`src/hdl/mcwk_pkg.sv`:
```
// ---------------------------------------------------------------------------
// mcwk_pkg - shared definitions of the multiplexed clock with keys
// Time type, reset values, key bits and the digit and segment helpers.
// ---------------------------------------------------------------------------
`default_nettype none

package mcwk_pkg;

  localparam int unsigned TpsW     = 16;
  localparam int unsigned DigitN   = 6;
  localparam int unsigned PosW     = 3;
  localparam int unsigned SegW     = 7;
  localparam int unsigned HourW    = 5;
  localparam int unsigned MinW     = 6;
  localparam int unsigned SecW     = 6;
  localparam int unsigned ApbAddrW = 3;
  localparam int unsigned ApbDataW = 32;

  localparam logic [TpsW-1:0] TpsReset = 16'd1152;

  localparam logic [ApbAddrW-1:0] RegTicksPerSecond = 3'd0;

  // scan positions and key word bits
  localparam logic [PosW-1:0] PosEval = 3'd4;
  localparam logic [PosW-1:0] PosLast = 3'd5;
  localparam int unsigned KeyLeft  = 5;
  localparam int unsigned KeyDown  = 4;
  localparam int unsigned KeyRight = 2;

  localparam logic [HourW-1:0] HourReset = 5'd23;
  localparam logic [MinW-1:0]  MinReset  = 6'd58;
  localparam logic [SecW-1:0]  SecReset  = 6'd45;
  localparam logic [HourW-1:0] HourMax   = 5'd23;
  localparam logic [MinW-1:0]  MinMax    = 6'd59;
  localparam logic [SecW-1:0]  SecMax    = 6'd59;

  typedef struct packed {
    logic [HourW-1:0] hour;
    logic [MinW-1:0]  min;
    logic [SecW-1:0]  sec;
  } time_t;

  function automatic time_t inc_hour(time_t t);
    time_t r;
    r = t;
    r.hour = (t.hour == HourMax) ? '0 : t.hour + 5'd1;
    return r;
  endfunction

  function automatic time_t inc_min(time_t t);
    time_t r;
    r = t;
    if (t.min == MinMax) begin
      r.min = '0;
      r.hour = (t.hour == HourMax) ? '0 : t.hour + 5'd1;
    end else begin
      r.min = t.min + 6'd1;
    end
    return r;
  endfunction

  function automatic time_t inc_sec(time_t t);
    time_t r;
    r = t;
    if (t.sec == SecMax) begin
      r = inc_min(t);
      r.sec = '0;
    end else begin
      r.sec = t.sec + 6'd1;
    end
    return r;
  endfunction

  // tens digit of a value below 64
  function automatic logic [3:0] tens_of(logic [5:0] v);
    logic [3:0] d;
    if (v >= 6'd60)      d = 4'd6;
    else if (v >= 6'd50) d = 4'd5;
    else if (v >= 6'd40) d = 4'd4;
    else if (v >= 6'd30) d = 4'd3;
    else if (v >= 6'd20) d = 4'd2;
    else if (v >= 6'd10) d = 4'd1;
    else                 d = 4'd0;
    return d;
  endfunction

  function automatic logic [3:0] units_of(logic [5:0] v);
    logic [5:0] t10;
    t10 = 6'(tens_of(v)) * 6'd10;
    return 4'(v - t10);
  endfunction

  // bit0 segment a .. bit6 segment g
  function automatic logic [SegW-1:0] seg_of(logic [3:0] d);
    logic [SegW-1:0] s;
    case (d)
      4'd0: s = 7'h3F;
      4'd1: s = 7'h06;
      4'd2: s = 7'h5B;
      4'd3: s = 7'h4F;
      4'd4: s = 7'h66;
      4'd5: s = 7'h6D;
      4'd6: s = 7'h7D;
      4'd7: s = 7'h07;
      4'd8: s = 7'h7F;
      4'd9: s = 7'h6F;
      default: s = '0;
    endcase
    return s;
  endfunction

endpackage

`default_nettype wire

```
`src/hdl/mcwk_if.sv`:
```
// ---------------------------------------------------------------------------
// mcwk_in_if / mcwk_out_if - request channels of the clock block
// Valid/ready channels for scan ticks in and display results out.
// ---------------------------------------------------------------------------
`default_nettype none

interface mcwk_in_if;
  logic valid;
  logic ready;
  logic key_sense;

  modport source (output valid, output key_sense, input ready);
  modport sink (input valid, input key_sense, output ready);
endinterface

interface mcwk_out_if;
  logic                         valid;
  logic                         ready;
  logic [mcwk_pkg::DigitN-1:0] digit_enable;
  logic [mcwk_pkg::SegW-1:0]   segments;
  logic                         second_led;
  logic [mcwk_pkg::HourW-1:0]  hours;
  logic [mcwk_pkg::MinW-1:0]   minutes;
  logic [mcwk_pkg::SecW-1:0]   seconds;

  modport source (
    output valid, output digit_enable, output segments, output second_led,
    output hours, output minutes, output seconds, input ready
  );
  modport sink (
    input valid, input digit_enable, input segments, input second_led,
    input hours, input minutes, input seconds, output ready
  );
endinterface

`default_nettype wire

```
`src/hdl/mcwk_disp.sv`:
```
// ---------------------------------------------------------------------------
// mcwk_disp - digit selection and seven-segment encoding
// Picks the decimal digit of the time for a scan position and encodes it.
// ---------------------------------------------------------------------------
`default_nettype none

module mcwk_disp (
  input  wire logic [mcwk_pkg::PosW-1:0]   pos_i,
  input  wire mcwk_pkg::time_t             time_i,
  output logic      [mcwk_pkg::DigitN-1:0] enable_o,
  output logic      [mcwk_pkg::SegW-1:0]   segs_o
);

  logic [3:0] digit;

  always_comb begin
    case (pos_i)
      3'd0:    digit = mcwk_pkg::units_of(time_i.sec);
      3'd1:    digit = mcwk_pkg::tens_of(time_i.sec);
      3'd2:    digit = mcwk_pkg::units_of(time_i.min);
      3'd3:    digit = mcwk_pkg::tens_of(time_i.min);
      3'd4:    digit = mcwk_pkg::units_of({1'b0, time_i.hour});
      default: digit = mcwk_pkg::tens_of({1'b0, time_i.hour});
    endcase
  end

  assign enable_o = mcwk_pkg::DigitN'(1) << pos_i;
  assign segs_o   = mcwk_pkg::seg_of(digit);

endmodule

`default_nettype wire

```
`src/hdl/multiplexed_clock_with_keys_core.sv`:
```
// ---------------------------------------------------------------------------
// multiplexed_clock_with_keys_core - six-digit multiplexed clock with keys
// Time of day, digit scan, key handling and one-second divider.
// ---------------------------------------------------------------------------
// Each scan tick request drives one digit (seconds units first, hours tens
// last) with the time as it stood before the tick and ORs the key line into
// the current frame; keys are evaluated with the hours units digit. The
// block takes one tick per clock cycle while its results are taken: a tick
// sits in an input register, the whole state update for it is combinational
// and the result lands in an output register. A stalled result holds the
// tick behind it. The APB register ticks_per_second (byte address 0, reset
// 1152) reloads the divider; a write takes effect at the next reload.
// ---------------------------------------------------------------------------
`default_nettype none

module multiplexed_clock_with_keys_core (
  input  wire logic                              clk_i,
  input  wire logic                              rst_ni,
  mcwk_in_if.sink                                in_i,
  mcwk_out_if.source                             res_o,
  input  wire logic                              psel,
  input  wire logic                              penable,
  input  wire logic                              pwrite,
  input  wire logic [mcwk_pkg::ApbAddrW-1:0]     paddr,
  input  wire logic [mcwk_pkg::ApbDataW-1:0]     pwdata,
  output logic      [mcwk_pkg::ApbDataW-1:0]     prdata,
  output logic                                   pready
);

  // configuration
  logic [mcwk_pkg::TpsW-1:0] tps_q;
  logic                      reg_sel;
  logic                      cfg_wr;

  assign pready  = 1'b1;
  assign reg_sel = paddr[mcwk_pkg::ApbAddrW-1:2] ==
                   mcwk_pkg::RegTicksPerSecond[mcwk_pkg::ApbAddrW-1:2];
  assign cfg_wr  = psel && penable && pwrite && reg_sel;
  assign prdata  = reg_sel ? mcwk_pkg::ApbDataW'(tps_q) : '0;

  always_ff @(posedge clk_i or negedge rst_ni) begin
    if (!rst_ni) begin
      tps_q <= mcwk_pkg::TpsReset;
    end else if (cfg_wr) begin
      tps_q <= pwdata[mcwk_pkg::TpsW-1:0];
    end
  end

  // input register
  logic in_vld_q;
  logic key_q;
  logic fire;

  assign fire     = in_vld_q && (!res_o.valid || res_o.ready);
  assign in_i.ready = !in_vld_q || fire;

  always_ff @(posedge clk_i or negedge rst_ni) begin
    if (!rst_ni) begin
      in_vld_q <= 1'b0;
    end else if (in_i.ready) begin
      in_vld_q <= in_i.valid;
    end
  end

  always_ff @(posedge clk_i) begin
    if (in_i.valid && in_i.ready) begin
      key_q <= in_i.key_sense;
    end
  end

  // clock state
  mcwk_pkg::time_t               time_q, time_d, time_key;
  logic [mcwk_pkg::PosW-1:0]     pos_q, pos_d;
  logic [mcwk_pkg::DigitN-1:0]   kw_q, kw_d, kw_now;
  logic [mcwk_pkg::DigitN-1:0]   hist_q [3];
  logic [mcwk_pkg::DigitN-1:0]   hist_d [3];
  logic [mcwk_pkg::TpsW-1:0]     tick_q, tick_d, tick_dec;
  logic                          led_q, led_d;
  logic [mcwk_pkg::DigitN-1:0]   enable;
  logic [mcwk_pkg::SegW-1:0]     segs;
  logic                          eval, fresh, expire;

  mcwk_disp u_disp (
    .pos_i    (pos_q),
    .time_i   (time_q),
    .enable_o (enable),
    .segs_o   (segs)
  );

  always_comb begin
    kw_now = key_q ? (kw_q | enable) : kw_q;
    eval   = (pos_q == mcwk_pkg::PosEval);
    fresh  = (kw_now != '0) && (kw_now != hist_q[0]) &&
             (kw_now != hist_q[1]) && (kw_now != hist_q[2]);

    time_key = time_q;
    if (eval && fresh) begin
      if (kw_now[mcwk_pkg::KeyLeft]) begin
        time_key = mcwk_pkg::inc_hour(time_q);
      end else if (kw_now[mcwk_pkg::KeyDown]) begin
        time_key = mcwk_pkg::inc_min(time_q);
      end else if (kw_now[mcwk_pkg::KeyRight]) begin
        time_key = mcwk_pkg::inc_sec(time_q);
      end
    end

    hist_d = hist_q;
    kw_d   = kw_now;
    if (eval) begin
      kw_d = '0;
      if (kw_now == '0) begin
        hist_d[0] = '0;
        hist_d[1] = '0;
        hist_d[2] = '0;
      end else begin
        hist_d[2] = hist_q[1];
        hist_d[1] = hist_q[0];
        hist_d[0] = kw_now;
      end
    end

    pos_d = (pos_q == mcwk_pkg::PosLast) ? '0 : pos_q + 3'd1;

    // divider wraps modulo 2^16, a zero reload means 65536 ticks
    tick_dec = tick_q - 16'd1;
    expire   = (tick_dec == '0);
    tick_d   = expire ? tps_q : tick_dec;
    led_d    = led_q ^ expire;
    time_d   = expire ? mcwk_pkg::inc_sec(time_key) : time_key;
  end

  always_ff @(posedge clk_i or negedge rst_ni) begin
    if (!rst_ni) begin
      time_q.hour <= mcwk_pkg::HourReset;
      time_q.min  <= mcwk_pkg::MinReset;
      time_q.sec  <= mcwk_pkg::SecReset;
      pos_q       <= '0;
      kw_q        <= '0;
      hist_q[0]   <= '0;
      hist_q[1]   <= '0;
      hist_q[2]   <= '0;
      tick_q      <= mcwk_pkg::TpsReset;
      led_q       <= 1'b0;
    end else if (fire) begin
      time_q <= time_d;
      pos_q  <= pos_d;
      kw_q   <= kw_d;
      hist_q <= hist_d;
      tick_q <= tick_d;
      led_q  <= led_d;
    end
  end

  // result register
  logic out_vld_q;

  always_ff @(posedge clk_i or negedge rst_ni) begin
    if (!rst_ni) begin
      out_vld_q <= 1'b0;
    end else if (fire) begin
      out_vld_q <= 1'b1;
    end else if (res_o.ready) begin
      out_vld_q <= 1'b0;
    end
  end

  always_ff @(posedge clk_i) begin
    if (fire) begin
      res_o.digit_enable <= enable;
      res_o.segments     <= segs;
      res_o.second_led   <= led_d;
      res_o.hours        <= time_d.hour;
      res_o.minutes      <= time_d.min;
      res_o.seconds      <= time_d.sec;
    end
  end

  assign res_o.valid = out_vld_q;

  // checks
  a_enable_onehot: assert property (@(posedge clk_i) disable iff (!rst_ni)
    res_o.valid |-> $onehot(res_o.digit_enable))
    else $error("digit enable not one-hot");

  a_time_range: assert property (@(posedge clk_i) disable iff (!rst_ni)
    (time_q.hour <= mcwk_pkg::HourMax) && (time_q.min <= mcwk_pkg::MinMax) &&
    (time_q.sec <= mcwk_pkg::SecMax) && (pos_q <= mcwk_pkg::PosLast))
    else $error("time or scan position out of range");

  a_led_toggle: assert property (@(posedge clk_i) disable iff (!rst_ni)
    (fire && (tick_q == 16'd1)) |=> (led_q != $past(led_q)))
    else $error("led did not toggle on divider expiry");

  a_key_clear: assert property (@(posedge clk_i) disable iff (!rst_ni)
    (fire && (pos_q == mcwk_pkg::PosEval)) |=> (kw_q == '0))
    else $error("key word not cleared after evaluation");

  a_result_held: assert property (@(posedge clk_i) disable iff (!rst_ni)
    (res_o.valid && !res_o.ready) |=> (res_o.valid && $stable(res_o.hours) &&
                                      $stable(res_o.digit_enable)))
    else $error("stalled result changed");

endmodule

`default_nettype wire

```
`src/flat_wrapper.sv`:
```
// flat-port wrapper written by rule: the top's interface ports become plain ports
module multiplexed_clock_with_keys_core_flat 
  (clk_i, rst_ni, psel, penable, pwrite, paddr, pwdata, prdata, pready, in_i_valid, in_i_key_sense, in_i_ready, res_o_valid, res_o_digit_enable, res_o_segments, res_o_second_led, res_o_hours, res_o_minutes, res_o_seconds, res_o_ready);
  mcwk_in_if in_i_i ();
  mcwk_out_if res_o_i ();
  input  wire logic clk_i;
  input  wire logic rst_ni;
  input  wire logic psel;
  input  wire logic penable;
  input  wire logic pwrite;
  input  wire logic [mcwk_pkg::ApbAddrW-1:0] paddr;
  input  wire logic [mcwk_pkg::ApbDataW-1:0] pwdata;
  output logic      [mcwk_pkg::ApbDataW-1:0] prdata;
  output logic pready;
  input wire logic [$bits(in_i_i.valid)-1:0] in_i_valid;
  input wire logic [$bits(in_i_i.key_sense)-1:0] in_i_key_sense;
  output wire logic [$bits(in_i_i.ready)-1:0] in_i_ready;
  output wire logic [$bits(res_o_i.valid)-1:0] res_o_valid;
  output wire logic [$bits(res_o_i.digit_enable)-1:0] res_o_digit_enable;
  output wire logic [$bits(res_o_i.segments)-1:0] res_o_segments;
  output wire logic [$bits(res_o_i.second_led)-1:0] res_o_second_led;
  output wire logic [$bits(res_o_i.hours)-1:0] res_o_hours;
  output wire logic [$bits(res_o_i.minutes)-1:0] res_o_minutes;
  output wire logic [$bits(res_o_i.seconds)-1:0] res_o_seconds;
  input wire logic [$bits(res_o_i.ready)-1:0] res_o_ready;
  assign in_i_i.valid = in_i_valid;
  assign in_i_i.key_sense = in_i_key_sense;
  assign in_i_ready = in_i_i.ready;
  assign res_o_valid = res_o_i.valid;
  assign res_o_digit_enable = res_o_i.digit_enable;
  assign res_o_segments = res_o_i.segments;
  assign res_o_second_led = res_o_i.second_led;
  assign res_o_hours = res_o_i.hours;
  assign res_o_minutes = res_o_i.minutes;
  assign res_o_seconds = res_o_i.seconds;
  assign res_o_i.ready = res_o_ready;
  multiplexed_clock_with_keys_core u_core (.clk_i(clk_i), .rst_ni(rst_ni), .in_i(in_i_i), .res_o(res_o_i), .psel(psel), .penable(penable), .pwrite(pwrite), .paddr(paddr), .pwdata(pwdata), .prdata(prdata), .pready(pready));
endmodule
```
`config.mk`:
```
export PLATFORM = sky130hd
export DESIGN_NAME = multiplexed_clock_with_keys_core_flat
export DESIGN_NICKNAME = d
export VERILOG_FILES = /design/src/hdl/mcwk_pkg.sv /design/src/hdl/mcwk_if.sv /design/src/hdl/mcwk_disp.sv /design/src/hdl/multiplexed_clock_with_keys_core.sv /design/src/flat_wrapper.sv
export SDC_FILE = /design/constraint.sdc
export NUM_CORES = 1
export LEC_CHECK = 0
export BUFFER_PORTS_ARGS = -buffer_cell sky130_fd_sc_hd__buf_2
export CAP_MARGIN = 10
export CORE_MARGIN = 4
export CORE_UTILIZATION = 45
export DETAILED_ROUTE_END_ITERATION = 10
export PLACE_DENSITY = 0.75
export SETUP_SLACK_MARGIN = 0.15
export SLEW_MARGIN = 30
export SYNTH_ARGS = -nofsm -noshare
export SYNTH_HDL_FRONTEND = slang
export SYNTH_SLANG_ARGS = --single-unit
export TNS_END_PERCENT = 5
```
`constraint.sdc`:
```
create_clock -name clk_i -period 4.7 [get_ports clk_i]
set_clock_uncertainty 0.05 [all_clocks]
set_input_delay 0.235 -clock clk_i [delete_from_list [all_inputs] [get_ports clk_i]]
set_output_delay 0.235 -clock clk_i [all_outputs]
set_load 0.1 [all_outputs]
```
==> results of run 1 <==
worst min-delay path by stage:
stage                                  end  slack, ns  cells after the start
final                      u_core.in_vld_q       0.03                      2
after global routing       u_core.in_vld_q       0.03                      2
after CTS                  u_core.in_vld_q       0.01                      2
after detailed placement   u_core.in_vld_q       0.29                      1
after global placement        u_core.key_q       0.36                      1
after floorplan           u_core.hist_q[0]      -0.11                      0
registers in the layout (all words and copies together) (netlist names), 3 cells and up:
name / cells
u_core.hist_q: 18
u_core.time_q: 17
u_core.tick_q: 16
u_core.tps_q: 16
u_core.res_o.segments: 7
u_core.kw_q: 6
u_core.res_o.digit_enable: 6
u_core.res_o.minutes: 6
u_core.res_o.seconds: 6
u_core.res_o.hours: 5
u_core.pos_q: 3
report_power, final:
group	total, mW	leakage, nW	internal (mW)	switching, mW
Combinational	2.07	1.89	0.623	1.45
Sequential	1.53	1.26	1.30	0.226
Clock	0.843	0.163	0.474	0.368
Total	4.45	3.32	2.40	2.04
cells in the mapped netlist, drive strengths merged (14+ instances only):
library cell and number:
buf 27, a31oi 15, clkbuf 28, mux2 25, xnor2 20, nor3 21
inv 35, ha 19, o21ai 67, a21oi 44, nand2 91, edfxtp 32
dfrtp 63, nor2 63, nor2b 24, dfstp 16, nand3 14
kinds of logic (layout without fill, tap and decap cells):
family                     after synthesis  in the layout  share of synthesized area (%)
and+or+nand+nor                        293            293                          21.44
AOI/OAI and AO/OA                      199            199                          17.68
DFF                                    111            111                          41.74
buffers and inverters                   92            146                          6.198
muxes                                   35             35                          5.386
adders and majority gates               24             24                          4.485
xor gates and xnor gates                24             24                          2.967
other                                    2             17                         0.1060
what timing repair did:
item,in CTS,in global routing
hold endpoints to repair,64,0
hold buffers,2,0
buffers inserted,0,0
setup endpoints to repair,0,4
gates resized for setup,0,1
metrics by stage:
stage                     hold slack [ns]  cells  setup slack [ns]
final                             0.02581   1060            0.4281
after global routing              0.03376   1060            0.1367
after CTS                         0.01082   1060            0.3866
after detailed placement           0.2863   1042            0.4083
after global placement             0.3648   1042            0.4626
after floorplan                   -0.1106    795            0.5396
layer usage:
metal / wire length, um / track usage, %
met5: 0 / 0
met4: 386 / 6.629
met3: 818 / 3.588
met2: 7294 / 29.85
met1: 7082 / 24.13
layout make-up:
| type | count | area, um2 |
|---|---|---|
| repair buffers | 93 | 526.8 |
| multi-input cells | 592 | 3752 |
| inverters | 37 | 138.9 |
| fillers | 1432 | 7348 |
| flip-flops and latches | 111 | 2958 |
| well taps | 211 | 264.0 |
| clock inverters | 7 | 101.3 |
| clock buffers | 9 | 225.2 |
==> qor.txt, run 1 <==
Max-cap violations -> 0
Placer Congestion -> 0.8682
Async S/R FF share, synth -> 71.17%
Total Nets Final -> 909
Total Wirelength -> 15,580 um
Cell count after synthesis -> 780
Worst vdd ir -> 311.6 uV
Layout cells sized above 1 -> 19.79%
Crit path max fanout -> 11
Syn avg cell area -> 9.084 um2
Area share of the largest cell type after synthesis -> 22.25%
CP startpoint kind -> flip-flop
Largest net degree at the start of global routing -> 80
CP arrival -> 4.52 ns
Critical Path, Cell by Cell -> buf_4, nor4bb_4, nor2_2, nor4_1, o31ai_2, nor3_1, buf_4, nand3_1, o21ai_0, ha_1, nand2_1, nor4_1, a41o_1, and4_1, mux2_1, mux2_2
Setup CP Type -> flip-flop to flip-flop
Via Count -> 5,839
Crit. End Element -> flip-flop
Die width -> 133.5 um
Overflow after GRT -> 0
CP Depth -> 16
TritonCTS clock tree -> built
Commonest non-fill, non-tap cell in the layout -> nand2_1
I/O pins -> 109
Worst-margin pin slew -> 0.7754 ns
Worst Hold Class -> input port to flip-flop
WP data required -> 4.94 ns
Sink Count -> 111
Ranking of synthesized cells by area -> dfrtp_1 (22%), edfxtp_1 (14%), dfstp_2 (5.9%)
Fin util -> 52.02%
Final hold vios -> 0
Worst-path clk slew -> 0.07 ns
Initial antenna violation count -> 0
Die Ht -> 133.5 um
Syn Std Cell Area -> 0.007086 mm2
Hold wc startpoint -> in_i_valid
Clock latency at the later pin of the worst-skew pair -> 0.36 ns
First-pass GRT wire length -> 26,730 um
Starting Density -> 46.27%
Max_slew headroom -> 48.03%
Seq/Total Area, Yosys -> 41.74%
First-pass DRT Iterations -> 5
Slowest-stage cell, CP -> dfrtp_1
Vias in the first global route -> 5,519
Setup TNS -> 0 ns
Ant. Diodes -> 0
R2R Setup Slk -> 0.43 ns
CTS H-Tree Depth -> 3
DP HPWL -> 11,210 um
Final Max Tran Viols -> 0
LEAKAGE -> 3.317 nW
Area growth syn-to-layout -> 12.43%
EDFF count, synth -> 32
Status -> finished clean
Power Total -> 4.445 mW
Core ar. -> 0.01531 mm2
Yosys reg bits -> 111
Setup crit start -> u_core.pos_q[2]
Std-Cell Rows -> 45
Worst Reg2Reg Path Length in Cells -> 16
Cell Pwr Density -> 558.0 mW/mm2
Post-route ant nets -> 0
Family with the most delay on the worst path -> simple AND/OR/NAND/NOR gates
Top_reg_cell synth -> dfrtp_1
Drc violations -> 0
RR Startpoint -> u_core.pos_q[2]
Port Buf Inserts -> 73
Synth Warn # -> 0
Design Area, Final -> 0.007966 mm2
Max stage delay on crit path -> 0.42 ns
Clock root buffer -> clkbuf_16
Achievable Freq -> 0.2341 GHz
Final number of setup-violating endpoints -> 0
Most frequent cells in the layout -> nand2_1 (91), buf_2 (72), o21ai_0 (64), dfrtp_1 (63), nor2_1 (61)
Cell type with the largest total area after synthesis -> dfrtp_1
Die ar. -> 0.01782 mm2
Maximum clock path buffer count -> 2
Final Critical Period -> 4.272 ns
Reg2reg end -> u_core.time_q[7]
Vias per cell -> 5.508
Number of buffers created by CTS -> 9
Netlist cell types -> 77
Overall Global Routing Usage -> 18.23%
Crit path buffers/inverters -> 2
Initial drt markers -> 451
Placed Area -> 0.007615 mm2
Period utilization -> 90.89%
Wirelength per Cell -> 14.70 um
Critical path destination -> u_core.time_q[7]
RSZ-0062 raised after global routing -> yes
(Power assumes the default switching activity.)
==> inputs of run 2 (changes only) <==
--- a/config.mk
+++ b/config.mk
@@ -7,10 +7,12 @@
 export LEC_CHECK = 0
 export BUFFER_PORTS_ARGS = -buffer_cell sky130_fd_sc_hd__buf_2
 export CAP_MARGIN = 10
+export CELL_PAD_IN_SITES_DETAIL_PLACEMENT = 0
+export CELL_PAD_IN_SITES_GLOBAL_PLACEMENT = 2
 export CORE_MARGIN = 4
-export CORE_UTILIZATION = 45
+export CORE_UTILIZATION = 35
 export DETAILED_ROUTE_END_ITERATION = 10
-export PLACE_DENSITY = 0.75
+export PLACE_DENSITY = 0.89
 export SETUP_SLACK_MARGIN = 0.15
 export SLEW_MARGIN = 30
 export SYNTH_ARGS = -nofsm -noshare
==> qor.txt, run 2 (synthesis results as in run 1) <==
Status -> finished clean
Commonest non-fill, non-tap cell in the layout -> nand2_1
CTS H-Tree Depth -> 3 (unchanged)
Power Total -> 4.417 mW (-0.63%)
Switching power -> 2.040 mW (-0.20%)
CP arrival -> 4.38 ns (-0.14 ns)
First-pass DRT Iterations -> 5 (unchanged)
TritonCTS clock tree -> built
Period utilization -> 92.02% (+1.1 points)
Overflow after GRT -> 0 (unchanged)
Final Critical Period -> 4.325 ns (+0.05315 ns)
Starting Density -> 35.94% (-10 points)
Clock root buffer -> clkbuf_16
# fillers -> 2,036 (+42%)
Total Wirelength -> 17,080 um (+9.6%)
Initial drt markers -> 297 (-34%)
Worst Hold Class -> input port to flip-flop
Overall Global Routing Usage -> 15.72% (-2.5 points)
Achievable Freq -> 0.2312 GHz (-1.2%)
Worst-path clk slew -> 0.08 ns (about the same)
Post-route ant nets -> 0 (unchanged)
First-pass GRT wire length -> 28,850 um (+7.9%)
Cell Pwr Density -> 545.7 mW/mm2 (-2.2%)
Vias in the first global route -> 5,630 (+2.0%)
Most frequent cells in the layout -> nand2_1 (91), buf_2 (72), o21ai_0 (64), dfrtp_1 (63), nor2_1 (62)
Total internal power -> 2.377 mW (-0.99%)
Layout cells sized above 1 -> 20.51% (+0.72 points)
Reg with most FFs -> u_core.hist_q
DP HPWL -> 12,320 um (+9.9%)
Port Buf Inserts -> 73 (unchanged)
LEAKAGE -> 3.363 nW (+1.4%)
Maximum clock path buffer count -> 2 (unchanged)
Total Nets Final -> 918 (+0.99%)
Final number of setup-violating endpoints -> 0 (unchanged)
Max-cap violations -> 0 (unchanged)
Largest net degree at the start of global routing -> 49 (-39%)
Wirelength per Cell -> 15.21 um (+3.5%)
Worst vdd ir -> 205.7 uV (-34%)
Number of buffers created by CTS -> 9 (unchanged)
Core ar. -> 0.01972 mm2 (+29%)
Setup CP Type -> flip-flop to flip-flop
Sink Count -> 111 (unchanged)
Die width -> 150.3 um (+13%)
Initial antenna violation count -> 0 (unchanged)
Vias per cell -> 5.177 (-6.0%)
I/O pins -> 109 (unchanged)
Clock latency at the later pin of the worst-skew pair -> 0.36 ns (about the same)
Tightest hold margin -> 0.02012 ns (-0.005692 ns)
Die Ht -> 150.3 um (+13%)
Regs by FF count -> u_core.hist_q x18, u_core.time_q x17
Setup TNS -> 0 ns (unchanged)
Die ar. -> 0.02258 mm2 (+27%)
Final hold vios -> 0 (unchanged)
Ant. Diodes -> 0 (unchanged)
Via Count -> 5,814 (-0.43%)
Final Max Tran Viols -> 0 (unchanged)
Area growth syn-to-layout -> 14.25%
Postcts setup bufs -> 0 (unchanged)
Crit. End Element -> flip-flop
Placer Congestion -> 0.8434 (-2.9%)
WP data required -> 4.75 ns (-0.19 ns)
Drc violations -> 0 (unchanged)
RSZ-0062 raised after global routing -> yes
Comb power frac -> 46.9% (+0.2 points)
Worst-margin pin slew -> 0.7986 ns (+0.02318 ns)
Seq pwr share -> 34.8% (+0.4 points)
Max reg flops -> 18 (unchanged)
Sw Share -> 46.19% (+0.20 points)
Std-Cell Rows -> 51 (+13%)
Crit path max fanout -> 7 (-4)
Clock share of power -> 18.3% (-0.7 points)
Max_slew headroom -> 46.48% (-1.6 points)
CP startpoint kind -> flip-flop
[run 2: changes by cell type in the layout (fill, tap and decap cells not counted), sizes merged]
| cell | delta |
|---|---|
| buf | +9 |
| clkbuf | +4 |
| bufinv | -2 |
| inv | -2 |
[run 2: per-layer routing]
layer	global-route usage [%]	share of wire, %	wire, um	vias up
li1	-	-	-	2918
met1	21.32	48	8122	2735
met2	25.72	47	7980	137
met3	2.709	3.7	633	24
met4	4.803	2.0	343	0
met5	0	0	0	-
[run 2: power groups by stage]
| stage | Clock, mW | Sequential, mW | Combinational (mW) |
|---|---|---|---|
| final | 0.809 | 1.54 | 2.07 |
| after global routing | 0.879 | 1.58 | 2.28 |
| after CTS | 0.845 | 1.54 | 2.08 |
| after detailed placement | 0 | 1.55 | 2.07 |
| after global placement | 0 | 1.55 | 2.06 |
| after floorplan | 0 | 1.91 | 1.28 |
[run 2: what timing repair did]
item,4_1_cts,5_1_grt
hold buffers,2,0
setup endpoints to repair,0,9
hold endpoints to repair,31,0
resized for setup,0,2
[run 2: worst paths after layout]
path	to	slack, ns	cells after the start	from
worst max-delay path	u_core.res_o.minutes[4]	0.37	14	u_core.key_q
worst min-delay path	u_core.in_vld_q	0.02	2	in_i_valid
worst max register to register	u_core.res_o.minutes[4]	0.37	14	u_core.key_q
worst min register to register	u_core.tick_q[15]	0.44	1	u_core.tick_q[15]
max in group asynchronous	u_core.tick_q[15]	3.31	3	rst_ni
min in group asynchronous	u_core.in_vld_q	0.30	2	rst_ni
[run 2: worst max-delay path: stages, from the launching register on]
cell      delay (ns)
edfxtp_1        0.53
and4bb_1        0.32
or3_1           0.32
a221o_1         0.40
o31ai_1         0.46
nor3_2          0.14
o21ai_0         0.29
ha_1            0.26
nand2_1         0.12
nor4_1          0.20
a41o_1          0.13
and4_1          0.36
buf_4           0.21
and4b_1         0.22
nor2_1          0.05
[run 2: cell type report]
class,instances,area (um2),area share (%)
inverter,37,138.9,1.716
multi-input combinational,592,3755,46.38
sequential,111,2958,36.54
clock buffer,13,292.8,3.617
clock inverter,3,28.78,0.3555
timing repair buffer,102,590.6,7.295
tap,265,331.6,4.096
[run 2: per-stage QoR]
step                      area (um2)  utilization (%)  cells  setup slack [ns]
after floorplan                 7142                -    795            0.5396
after global placement          7744            39.27   1105            0.5001
after detailed placement        7744            39.27   1105            0.4271
after CTS                       8085            41.01   1123            0.3903
after global routing            8095            41.06   1123            0.1142
final                           8095            41.06   1123            0.3750
